## config.mk

```make
export PLATFORM = sky130hd
export DESIGN_NAME = antialiased_line_rasterizer_unit
export DESIGN_NICKNAME = d
export VERILOG_FILES = /design/src/alr_pkg.sv /design/src/alr_divider.sv /design/src/alr_mul.sv /design/src/antialiased_line_rasterizer_unit.sv
export SDC_FILE = /design/constraint.sdc
export NUM_CORES = 2
export LEC_CHECK = 0
export BUFFER_PORTS_ARGS = -buffer_cell sky130_fd_sc_hd__buf_2
export CAP_MARGIN = 20
export CORE_UTILIZATION = 50
export DETAILED_ROUTE_END_ITERATION = 10
export PLACE_DENSITY = 0.66
export REMOVE_ABC_BUFFERS = 1
export SETUP_SLACK_MARGIN = 0.4
export SLEW_MARGIN = 10
export SYNTH_ARGS = -nofsm -noshare
export SYNTH_HDL_FRONTEND = slang
export SYNTH_HIERARCHICAL = 1
export SYNTH_SLANG_ARGS = --single-unit
```

## constraint.sdc

```tcl
create_clock -name clk -period 17.7 [get_ports clk]
set_clock_uncertainty 0.2 [all_clocks]
set_input_delay 0.885 -clock clk [delete_from_list [all_inputs] [get_ports clk]]
set_output_delay 0.885 -clock clk [all_outputs]
set_load 0.01 [all_outputs]
```

## src/alr_pkg.sv

```systemverilog
`timescale 1ns / 1ps
// ----------------------------------------------------------------------------
// alr_pkg - shared types and constants of the antialiased line rasterizer
// fixed-point formats, item structs, sequencer states and derived widths
// ----------------------------------------------------------------------------
package alr_pkg;

    // coordinate and gradient formats
    localparam int COORD_INT_BITS  = 10;
    localparam int COORD_FRAC_BITS = 6;
    localparam int SLOPE_FRAC_BITS = 16;

    // fixed field widths of the items
    localparam int IN_W = 16;
    localparam int PXW  = 11;
    localparam int AW   = 8;

    // derived widths
    localparam int CW        = COORD_INT_BITS + COORD_FRAC_BITS;
    localparam int MJW       = COORD_INT_BITS + 1;
    localparam int SLW       = SLOPE_FRAC_BITS + 2;
    localparam int QUOT_W    = SLOPE_FRAC_BITS + 1;
    localparam int DIV_NUM_W = CW + SLOPE_FRAC_BITS;
    localparam int DIV_CNT_W = $clog2(QUOT_W + 1);
    localparam int MF        = SLOPE_FRAC_BITS + COORD_FRAC_BITS;
    localparam int OFSW      = COORD_FRAC_BITS + 1;
    localparam int GAPW      = COORD_FRAC_BITS + 1;
    localparam int AG_W      = AW + GAPW;
    localparam int ALP_P_W   = AG_W + MF + 1;
    localparam int ALPHA_SHIFT = MF + COORD_FRAC_BITS;
    localparam int MINW_A    = CW + SLOPE_FRAC_BITS + 2;
    localparam int MINW_B    = MF + PXW + 1;
    localparam int MINW      = (MINW_A > MINW_B) ? MINW_A : MINW_B;
    localparam int MUL_A_W   = (SLW > AG_W + 1) ? SLW : AG_W + 1;
    localparam int MUL_B_W   = MF + 2;
    localparam int MUL_P_W   = MUL_A_W + MUL_B_W;
    localparam int PXE_W     = (MJW > PXW) ? MJW : PXW;

    // constants
    localparam logic [AW-1:0]                ALPHA_RESET = AW'(255);
    localparam logic [COORD_FRAC_BITS-1:0]   HALF_F      =
        COORD_FRAC_BITS'(1 << (COORD_FRAC_BITS - 1));
    localparam logic [GAPW-1:0]              GAP_FULL    = GAPW'(1 << COORD_FRAC_BITS);
    localparam logic [MF:0]                  ONE_M       = (MF + 1)'(1) << MF;
    localparam logic signed [SLW-1:0]        SLOPE_ONE   = SLW'(1) << SLOPE_FRAC_BITS;
    localparam logic [ALP_P_W:0]             ALPHA_ROUND = (ALP_P_W + 1)'(1) << (ALPHA_SHIFT - 1);

    // action codes
    localparam logic ACT_START = 1'b0;
    localparam logic ACT_STEP  = 1'b1;

    typedef struct packed {
        logic            action;
        logic [IN_W-1:0] start_x;
        logic [IN_W-1:0] start_y;
        logic [IN_W-1:0] end_x;
        logic [IN_W-1:0] end_y;
    } alr_item_t;

    typedef struct packed {
        logic [PXW-1:0] upper_px_x;
        logic [PXW-1:0] upper_px_y;
        logic [AW-1:0]  upper_alpha;
        logic [PXW-1:0] lower_px_x;
        logic [PXW-1:0] lower_px_y;
        logic [AW-1:0]  lower_alpha;
        logic           last_column;
    } alr_pixel_t;

    typedef enum logic [1:0] {
        PH_FIRST    = 2'd0,
        PH_INTERIOR = 2'd1,
        PH_LAST     = 2'd2
    } alr_phase_t;

    typedef enum logic [3:0] {
        ST_IDLE,
        ST_SWAP,
        ST_ORDER,
        ST_DIVGO,
        ST_DIV,
        ST_OFS,
        ST_YEND,
        ST_AG,
        ST_UP,
        ST_LO,
        ST_EMIT
    } alr_state_t;

endpackage

```

## src/alr_divider.sv

```systemverilog
`timescale 1ns / 1ps
// ----------------------------------------------------------------------------
// alr_divider - iterative restoring divider for the line gradient
// one compare-subtract per cycle, one quotient bit per cycle
// ----------------------------------------------------------------------------
module alr_divider
    import alr_pkg::*;
(
    input  logic                 clk,
    input  logic                 rst_n,
    input  logic                 start,
    input  logic [DIV_NUM_W-1:0] numer,
    input  logic [CW-1:0]        denom,
    output logic                 busy,
    output logic                 done,
    output logic [QUOT_W-1:0]    quot
);

    logic                 busy_reg, busy_next;
    logic                 done_reg, done_next;
    logic [DIV_CNT_W-1:0] cnt_reg, cnt_next;
    logic [CW-1:0]        rem_reg, rem_next;
    logic [CW-1:0]        den_reg, den_next;
    logic [QUOT_W-1:0]    low_reg, low_next;

    logic [CW:0] trial;
    logic [CW:0] diff;
    logic        ge;

    // quotient never needs more than QUOT_W bits, so the top part starts as remainder
    assign trial = {rem_reg, low_reg[QUOT_W-1]};
    assign ge    = trial >= {1'b0, den_reg};
    assign diff  = trial - {1'b0, den_reg};

    always_comb
    begin
        busy_next = busy_reg;
        done_next = 1'b0;
        cnt_next  = cnt_reg;
        rem_next  = rem_reg;
        den_next  = den_reg;
        low_next  = low_reg;
        if (start)
        begin
            busy_next = 1'b1;
            cnt_next  = DIV_CNT_W'(QUOT_W);
            rem_next  = {1'b0, numer[DIV_NUM_W-1:QUOT_W]};
            den_next  = denom;
            low_next  = numer[QUOT_W-1:0];
        end
        else if (busy_reg)
        begin
            rem_next = ge ? diff[CW-1:0] : trial[CW-1:0];
            low_next = {low_reg[QUOT_W-2:0], ge};
            cnt_next = cnt_reg - DIV_CNT_W'(1);
            if (cnt_reg == DIV_CNT_W'(1))
            begin
                busy_next = 1'b0;
                done_next = 1'b1;
            end
        end
    end

    always_ff @(posedge clk or negedge rst_n)
    begin
        if (!rst_n)
        begin
            busy_reg <= 1'b0;
            done_reg <= 1'b0;
            cnt_reg  <= '0;
        end
        else
        begin
            busy_reg <= busy_next;
            done_reg <= done_next;
            cnt_reg  <= cnt_next;
        end
    end

    always_ff @(posedge clk)
    begin
        rem_reg <= rem_next;
        den_reg <= den_next;
        low_reg <= low_next;
    end

    assign busy = busy_reg;
    assign done = done_reg;
    assign quot = low_reg;

    // partial remainder stays below the divisor through the whole run
    assert property (@(posedge clk) disable iff (!rst_n) busy_reg |-> (rem_reg < den_reg))
        else $error("divider remainder reached divisor");

    // a new division only begins once the previous one has finished
    assert property (@(posedge clk) disable iff (!rst_n) start |-> !busy_reg)
        else $error("divider restarted while busy");

endmodule

```

## src/alr_mul.sv

```systemverilog
`timescale 1ns / 1ps
// ----------------------------------------------------------------------------
// alr_mul - shared signed multiplier with registered product
// used in turn for the endpoint offset and the alpha scaling
// ----------------------------------------------------------------------------
module alr_mul
    import alr_pkg::*;
(
    input  logic                      clk,
    input  logic signed [MUL_A_W-1:0] op_a,
    input  logic signed [MUL_B_W-1:0] op_b,
    output logic signed [MUL_P_W-1:0] prod
);

    logic signed [MUL_P_W-1:0] prod_reg, prod_next;

    assign prod_next = op_a * op_b;

    always_ff @(posedge clk)
    begin
        prod_reg <= prod_next;
    end

    assign prod = prod_reg;

endmodule

```

## src/antialiased_line_rasterizer_unit.sv

```systemverilog
`timescale 1ns / 1ps
// ----------------------------------------------------------------------------
// antialiased_line_rasterizer_unit - antialiased line rasterizer, one column per item
// start items set up a line, step items return one weighted pixel pair each
// ----------------------------------------------------------------------------
//
//  channel   direction  handshake                    payload
//  item      in         item_valid / item_stall      alr_item_t  (action, endpoints)
//  pixel     out        pixel_valid / pixel_stall    alr_pixel_t (pixel pair, alphas)
//  cfg       in         cfg_we                       cfg_wdata   (line alpha)
//
//  a start item runs through the accepting cycle, swap, order, divider launch,
//  then one compare-subtract iteration per quotient bit and the done cycle; the
//  division is skipped when both endpoints share one major coordinate
//  a step item runs offset, endpoint minor, alpha gap, upper, lower and emit on an
//  endpoint column and skips the first two on an interior one, sharing one multiplier
//  item_stall is high from acceptance until the sequencer is back in idle
//  the pixel output register frees the sequencer from the consumer: only a
//  second pair finding the register still stalled holds the sequencer
//  reset clears the sequencer, the line and the output valid; alpha returns to 255
//
module antialiased_line_rasterizer_unit
    import alr_pkg::*;
(
    input  logic          clk,
    input  logic          rst_n,
    input  logic          item_valid,
    output logic          item_stall,
    input  alr_item_t     item,
    output logic          pixel_valid,
    input  logic          pixel_stall,
    output alr_pixel_t    pixel,
    input  logic          cfg_we,
    input  logic [AW-1:0] cfg_wdata
);

    // control state
    alr_state_t state_reg, state_next;
    alr_phase_t phase_reg, phase_next;
    logic       line_active_reg, line_active_next;
    logic       pixel_valid_reg, pixel_valid_next;
    logic [AW-1:0] line_alpha_reg, line_alpha_next;

    // line geometry
    alr_item_t                item_reg, item_next;
    logic                     steep_reg, steep_next;
    logic [CW-1:0]            x0_reg, x0_next;
    logic [CW-1:0]            y0_reg, y0_next;
    logic [CW-1:0]            x1_reg, x1_next;
    logic [CW-1:0]            y1_reg, y1_next;
    logic [CW-1:0]            dx_reg, dx_next;
    logic [CW-1:0]            dyabs_reg, dyabs_next;
    logic                     dyneg_reg, dyneg_next;
    logic [MJW-1:0]           major_pos_reg, major_pos_next;
    logic [MJW-1:0]           major_last_reg, major_last_next;
    logic signed [SLW-1:0]    slope_reg, slope_next;
    logic signed [MINW-1:0]   minor_reg, minor_next;

    // alpha pipeline
    logic [AG_W-1:0]          ag_reg, ag_next;
    logic [ALP_P_W-1:0]       up_prod_reg, up_prod_next;
    alr_pixel_t               pixel_reg, pixel_next;

    // shared units
    logic signed [MUL_A_W-1:0] mul_a;
    logic signed [MUL_B_W-1:0] mul_b;
    logic signed [MUL_P_W-1:0] mul_p;
    logic                      div_start;
    logic                      div_busy;
    logic                      div_done;
    logic [QUOT_W-1:0]         div_quot;

    // handshake
    logic item_accept;
    logic emit_fire;

    // start-up datapath
    logic [CW-1:0] in_x0, in_y0, in_x1, in_y1;
    logic [CW-1:0] adx, ady;
    logic          in_steep;
    logic          ord_swap;
    logic [CW-1:0] ox0, oy0, ox1, oy1;
    logic signed [CW:0] ody;
    logic [CW:0]   ox0_half, ox1_half;
    logic signed [SLW-1:0] quot_s;

    // column datapath
    logic                     is_last;
    logic [CW-1:0]            ex, ey;
    logic [MJW-1:0]           emaj;
    logic signed [CW+1:0]     ofs_wide;
    logic signed [OFSW-1:0]   ofs;
    logic [COORD_FRAC_BITS-1:0] xfrac;
    logic [GAPW-1:0]          gap;
    logic [MF-1:0]            fr;
    logic [MF:0]              rf;
    logic [PXW-1:0]           px_major, px_upper, px_lower;
    logic [ALP_P_W:0]         up_sum, lo_sum;
    logic                     next_is_last;

    alr_mul u_mul
    (
        .clk  (clk),
        .op_a (mul_a),
        .op_b (mul_b),
        .prod (mul_p)
    );

    alr_divider u_div
    (
        .clk   (clk),
        .rst_n (rst_n),
        .start (div_start),
        .numer ({dyabs_reg, {SLOPE_FRAC_BITS{1'b0}}}),
        .denom (dx_reg),
        .busy  (div_busy),
        .done  (div_done),
        .quot  (div_quot)
    );

    assign item_stall  = (state_reg != ST_IDLE);
    assign item_accept = item_valid && !item_stall;
    assign emit_fire   = (state_reg == ST_EMIT) && (!pixel_valid_reg || !pixel_stall);

    // steep test on the raw endpoints
    assign in_x0    = CW'(item_reg.start_x);
    assign in_y0    = CW'(item_reg.start_y);
    assign in_x1    = CW'(item_reg.end_x);
    assign in_y1    = CW'(item_reg.end_y);
    assign adx      = (in_x1 > in_x0) ? in_x1 - in_x0 : in_x0 - in_x1;
    assign ady      = (in_y1 > in_y0) ? in_y1 - in_y0 : in_y0 - in_y1;
    assign in_steep = ady > adx;

    // order along the major axis
    assign ord_swap = x0_reg > x1_reg;
    assign ox0      = ord_swap ? x1_reg : x0_reg;
    assign oy0      = ord_swap ? y1_reg : y0_reg;
    assign ox1      = ord_swap ? x0_reg : x1_reg;
    assign oy1      = ord_swap ? y0_reg : y1_reg;
    assign ody      = $signed({1'b0, oy1}) - $signed({1'b0, oy0});
    assign ox0_half = {1'b0, ox0} + (CW + 1)'(HALF_F);
    assign ox1_half = {1'b0, ox1} + (CW + 1)'(HALF_F);
    assign quot_s   = $signed({1'b0, div_quot});

    // endpoint column terms
    assign is_last  = (phase_reg == PH_LAST);
    assign ex       = is_last ? x1_reg : x0_reg;
    assign ey       = is_last ? y1_reg : y0_reg;
    assign emaj     = is_last ? major_last_reg : major_pos_reg;
    assign ofs_wide = $signed({1'b0, emaj, {COORD_FRAC_BITS{1'b0}}}) - $signed({2'b00, ex});
    assign ofs      = ofs_wide[OFSW-1:0];
    assign xfrac    = ex[COORD_FRAC_BITS-1:0] + HALF_F;

    // coverage split of the minor coordinate
    assign fr       = minor_reg[MF-1:0];
    assign rf       = ONE_M - {1'b0, fr};
    assign px_major = PXW'(PXE_W'(emaj));
    assign px_upper = minor_reg[MF +: PXW];
    assign px_lower = px_upper + PXW'(1);
    assign up_sum   = {1'b0, up_prod_reg} + ALPHA_ROUND;
    assign lo_sum   = (ALP_P_W + 1)'(mul_p[ALP_P_W-1:0]) + ALPHA_ROUND;
    assign next_is_last = (major_pos_reg + MJW'(1)) >= major_last_reg;

    always_comb
    begin
        unique case (phase_reg)
            PH_FIRST:    gap = GAP_FULL - GAPW'(xfrac);
            PH_LAST:     gap = GAPW'(xfrac);
            default:     gap = GAP_FULL;
        endcase
    end

    always_comb
    begin
        state_next       = state_reg;
        phase_next       = phase_reg;
        line_active_next = line_active_reg;
        line_alpha_next  = cfg_we ? cfg_wdata : line_alpha_reg;
        pixel_valid_next = pixel_valid_reg && pixel_stall;
        item_next        = item_reg;
        steep_next       = steep_reg;
        x0_next          = x0_reg;
        y0_next          = y0_reg;
        x1_next          = x1_reg;
        y1_next          = y1_reg;
        dx_next          = dx_reg;
        dyabs_next       = dyabs_reg;
        dyneg_next       = dyneg_reg;
        major_pos_next   = major_pos_reg;
        major_last_next  = major_last_reg;
        slope_next       = slope_reg;
        minor_next       = minor_reg;
        ag_next          = ag_reg;
        up_prod_next     = up_prod_reg;
        pixel_next       = pixel_reg;
        mul_a            = '0;
        mul_b            = '0;
        div_start        = 1'b0;

        unique case (state_reg)
            ST_IDLE:
            begin
                if (item_accept)
                begin
                    item_next = item;
                    if (item.action == ACT_START)
                        state_next = ST_SWAP;
                    else if (line_active_reg)
                        state_next = (phase_reg == PH_INTERIOR) ? ST_AG : ST_OFS;
                end
            end
            ST_SWAP:
            begin
                // a start drops any line in progress
                line_active_next = 1'b0;
                steep_next = in_steep;
                x0_next    = in_steep ? in_y0 : in_x0;
                y0_next    = in_steep ? in_x0 : in_y0;
                x1_next    = in_steep ? in_y1 : in_x1;
                y1_next    = in_steep ? in_x1 : in_y1;
                state_next = ST_ORDER;
            end
            ST_ORDER:
            begin
                x0_next         = ox0;
                y0_next         = oy0;
                x1_next         = ox1;
                y1_next         = oy1;
                dx_next         = ox1 - ox0;
                dyneg_next      = ody[CW];
                dyabs_next      = ody[CW] ? CW'(-ody) : CW'(ody);
                major_pos_next  = ox0_half[CW:COORD_FRAC_BITS];
                major_last_next = ox1_half[CW:COORD_FRAC_BITS];
                state_next      = ST_DIVGO;
            end
            ST_DIVGO:
            begin
                if (dx_reg == '0)
                begin
                    // vertical in major terms: gradient of exactly one
                    slope_next       = SLOPE_ONE;
                    phase_next       = PH_FIRST;
                    line_active_next = 1'b1;
                    state_next       = ST_IDLE;
                end
                else
                begin
                    div_start  = 1'b1;
                    state_next = ST_DIV;
                end
            end
            ST_DIV:
            begin
                if (div_done)
                begin
                    slope_next       = dyneg_reg ? -quot_s : quot_s;
                    phase_next       = PH_FIRST;
                    line_active_next = 1'b1;
                    state_next       = ST_IDLE;
                end
            end
            ST_OFS:
            begin
                // slope times distance from the endpoint to its column center
                mul_a      = MUL_A_W'(slope_reg);
                mul_b      = MUL_B_W'(ofs);
                state_next = ST_YEND;
            end
            ST_YEND:
            begin
                minor_next = $signed(MINW'({ey, {SLOPE_FRAC_BITS{1'b0}}})) + MINW'(mul_p);
                state_next = ST_AG;
            end
            ST_AG:
            begin
                mul_a      = MUL_A_W'(line_alpha_reg);
                mul_b      = MUL_B_W'(gap);
                state_next = ST_UP;
            end
            ST_UP:
            begin
                ag_next    = mul_p[AG_W-1:0];
                mul_a      = MUL_A_W'(mul_p[AG_W-1:0]);
                mul_b      = MUL_B_W'(rf);
                state_next = ST_LO;
            end
            ST_LO:
            begin
                up_prod_next = mul_p[ALP_P_W-1:0];
                mul_a        = MUL_A_W'(ag_reg);
                mul_b        = MUL_B_W'(fr);
                state_next   = ST_EMIT;
            end
            ST_EMIT:
            begin
                // hold the operands so the product stays while waiting
                mul_a = MUL_A_W'(ag_reg);
                mul_b = MUL_B_W'(fr);
                if (emit_fire)
                begin
                    pixel_valid_next       = 1'b1;
                    pixel_next.upper_px_x  = steep_reg ? px_upper : px_major;
                    pixel_next.upper_px_y  = steep_reg ? px_major : px_upper;
                    pixel_next.upper_alpha = up_sum[ALPHA_SHIFT +: AW];
                    pixel_next.lower_px_x  = steep_reg ? px_lower : px_major;
                    pixel_next.lower_px_y  = steep_reg ? px_major : px_lower;
                    pixel_next.lower_alpha = lo_sum[ALPHA_SHIFT +: AW];
                    pixel_next.last_column = is_last;
                    state_next             = ST_IDLE;
                    if (is_last)
                    begin
                        line_active_next = 1'b0;
                        phase_next       = PH_FIRST;
                    end
                    else
                    begin
                        minor_next     = minor_reg + (MINW'(slope_reg) <<< COORD_FRAC_BITS);
                        major_pos_next = major_pos_reg + MJW'(1);
                        phase_next     = next_is_last ? PH_LAST : PH_INTERIOR;
                    end
                end
            end
            default:
            begin
                state_next = ST_IDLE;
            end
        endcase
    end

    always_ff @(posedge clk or negedge rst_n)
    begin
        if (!rst_n)
        begin
            state_reg       <= ST_IDLE;
            phase_reg       <= PH_FIRST;
            line_active_reg <= 1'b0;
            pixel_valid_reg <= 1'b0;
            line_alpha_reg  <= ALPHA_RESET;
        end
        else
        begin
            state_reg       <= state_next;
            phase_reg       <= phase_next;
            line_active_reg <= line_active_next;
            pixel_valid_reg <= pixel_valid_next;
            line_alpha_reg  <= line_alpha_next;
        end
    end

    always_ff @(posedge clk)
    begin
        item_reg       <= item_next;
        steep_reg      <= steep_next;
        x0_reg         <= x0_next;
        y0_reg         <= y0_next;
        x1_reg         <= x1_next;
        y1_reg         <= y1_next;
        dx_reg         <= dx_next;
        dyabs_reg      <= dyabs_next;
        dyneg_reg      <= dyneg_next;
        major_pos_reg  <= major_pos_next;
        major_last_reg <= major_last_next;
        slope_reg      <= slope_next;
        minor_reg      <= minor_next;
        ag_reg         <= ag_next;
        up_prod_reg    <= up_prod_next;
        pixel_reg      <= pixel_next;
    end

    assign pixel_valid = pixel_valid_reg;
    assign pixel       = pixel_reg;

    // a new pixel pair only appears out of the emit step
    assert property (@(posedge clk) disable iff (!rst_n)
        $rose(pixel_valid_reg) |-> $past(state_reg == ST_EMIT))
        else $error("pixel pair appeared outside emit");

    // column work only runs on an active line
    assert property (@(posedge clk) disable iff (!rst_n)
        (state_reg == ST_OFS || state_reg == ST_YEND || state_reg == ST_AG ||
         state_reg == ST_UP || state_reg == ST_LO || state_reg == ST_EMIT)
        |-> line_active_reg)
        else $error("column step without an active line");

    // gradient of a set-up line never exceeds one in magnitude
    assert property (@(posedge clk) disable iff (!rst_n)
        (line_active_reg && state_reg == ST_IDLE)
        |-> (slope_reg <= SLOPE_ONE && slope_reg >= -SLOPE_ONE))
        else $error("gradient out of range");

    // the last column closes the line
    assert property (@(posedge clk) disable iff (!rst_n)
        (emit_fire && is_last) |=> !line_active_reg)
        else $error("line still active after its last column");

    // the divider only runs while the sequencer waits for the gradient
    assert property (@(posedge clk) disable iff (!rst_n)
        div_busy |-> (state_reg == ST_DIV))
        else $error("divider running outside the gradient wait");

endmodule
```

==> results.cfg <==
[global_route]
grt_max_degree = 88
grt_pass1_vias = 31500
antenna_found_initial = 3
overflow = 0
track_usage_pct = 26.10
grt_pass1_wl_um = 174400

[sta]
finalCritPeriodShare_pct = 59.58
period_minus_slack_ps = 10540
setup_violations = 0
hold_viol = 0
clock.fmax_mhz = 94.83
maxSlewHeadroom_pct = 28.20
hold_ws_ps = 126.9
rsz0062_at_grt = false
fin_setup_tns_ps = 0
drv_slew = 0
worstMarginPinSlew_ps = 1076

[floorplanning]
start_util_pct = 50.77
die_y_um = 291.2
dieWidth_um = 291.2
io_pins = 141
core_mm2 = 0.08237
die_area_mm2 = 0.08481
rows = 105

[power]
pwr-share-seq_pct = 24.6
switching_share_pct = 48.46
ir_drop_mv = 0.1900
p_leak_nw = 20.36
totalPowerFinal_mw = 8.435
p_clk_share_pct = 12.5
switching_power_mw = 4.088
powerDensity_mw_per_mm2 = 185.7
combPwrFrac_pct = 62.9
intPower_mw = 4.348

[route]
drtIter0Drc = 2387
antenna_left = 0
first_pass_iters = 6
drc = 0
wl_um = 109000
via_per_inst = 5.620
wl_per_cell_um = 19.49
dr_total_vias = 31440

[cells_and_area]
multi_input_comb_area_mm2 = 0.02632
regArea_mm2 = 0.01238
syn_to_final_growth_pct = 8.610
filler_cell_count = 7411
largest_reg_flops = 61
fin_cells = 5594
nNetsFinal = 5230
drive_above_1_share_pct = 8.490
final_util_pct = 55.14

[synth]
synth.cell_area_mm2 = 0.04182
ys_warn_count = 6
syn_inst = 4425
avgSynthCellArea_um2 = 9.451

[clock_network]
cts.clk_slew.worst_paths_ps = 60
htreeDepth = 2
numCtsBuffers = 46
cts_root_buf = clkbuf_16
cts_tree = done
clk_path_buf_depth = 3
cts.sinks = 428
ctsResizeCount = 0
clk_latency_ps = 600
cts_setup_buffers = 0
hold_buffers = 0

[critical_path]
r2r-start = phase_reg[0]
crit_top_cell = fa_1
criticalPathCategory = reg2reg
cpPeakStageDelay_ps = 830
start_kind = register
end_kind = register
cp_slowest_cell = a221o_1
startpoint = phase_reg[0]
cp_max_fo = 68
crit_arrival_ps = 10860
worst_ep_required_time_ps = 18020

[placement]
hpwl_um = 82870
io_buffers = 140
dp_cells = 5507
gp_congestion = 0.9220

[run]
cap_violations = 0

[run_status]
status = finished clean

[min_path]
hold_class = in2async
==> layer usage <==
metal / global-route usage (%) / share of wire, %
met5: 0 / 0.0092
met1: 37.75 / 46
met3: 3.367 / 6.3
met2: 41.61 / 45
met4: 6.104 / 2.1
==> power by group through the flow <==
stage                     clock, mW  sequential, mW  combinational (mW)
after floorplan                   0            1.99                3.88
after global placement            0            2.08                5.16
after detailed placement          0            2.09                5.22
after CTS                      1.08            2.07                5.25
after global routing           1.12            2.12                5.82
final                          1.06            2.08                5.30
==> cells in the final DEF, fill, tap and decap left out, drive strengths merged, types with 17 or more instances in the layout <==
cell type	n
o21ai	169
buf	200
xnor2	146
or3	27
o21a	21
ha	276
a211oi	46
dfxtp	37
xor2	79
a21o	93
a31oi	21
nor2b	40
o211ai	17
nand2b	40
clkbuf	59
inv	680
o21bai	26
a21oi	275
nand4	42
nor3	50
fa	389
mux2	35
nand3	60
and3	26
maj3	20
and2	174
mux2i	117
edfxtp	368
nor2	265
nand2	484
==> path summary, 6_finish.rpt <==
check / cells past startpoint / endpoint / slack, ps
max: 31 / u_mul/prod[34] / 7160
max reg2reg: 31 / u_mul/prod[34] / 7160
min: 1 / pixel_valid / 130
min in group clk: 0 / u_div/den_reg[9] / 250
min reg2reg: 0 / u_div/den_reg[9] / 250
max in group asynchronous: 1 / u_div/cnt_reg[1] / 16740
==> critical path, delay by kind of cell (launching register included) <==
family / cells / cell delay [ps]
xor+xnor: 2 / 300
fa+ha+maj: 8 / 3690
flops: 1 / 460
compound gates: 12 / 3360
buf+inv: 5 / 1430
simple gates: 4 / 990
==> through the flow <==
| step | setup slack [ps] | cell area (µm²) |
|---|---|---|
| after global routing | 6609 | 45420 |
| final | 7155 | 45420 |
| after detailed placement | 7364 | 43720 |
| after floorplan | 7294 | 41090 |
| after global placement | 7637 | 43710 |
| after CTS | 7335 | 45390 |
==> final cells by class <==
class                           count  share of cell area (%)
Sequential cell                   428                   27.25
Timing Repair Buffer              200                   2.575
Clock inverter                     25                  0.7382
Multi-Input combinational cell   3132                   57.94
Tap cell                         1070                   2.947
Inverter                          679                   5.611
Antenna cell                        1                0.005509
Clock buffer                       59                   2.939
Power figures use the tool's default switching activity.
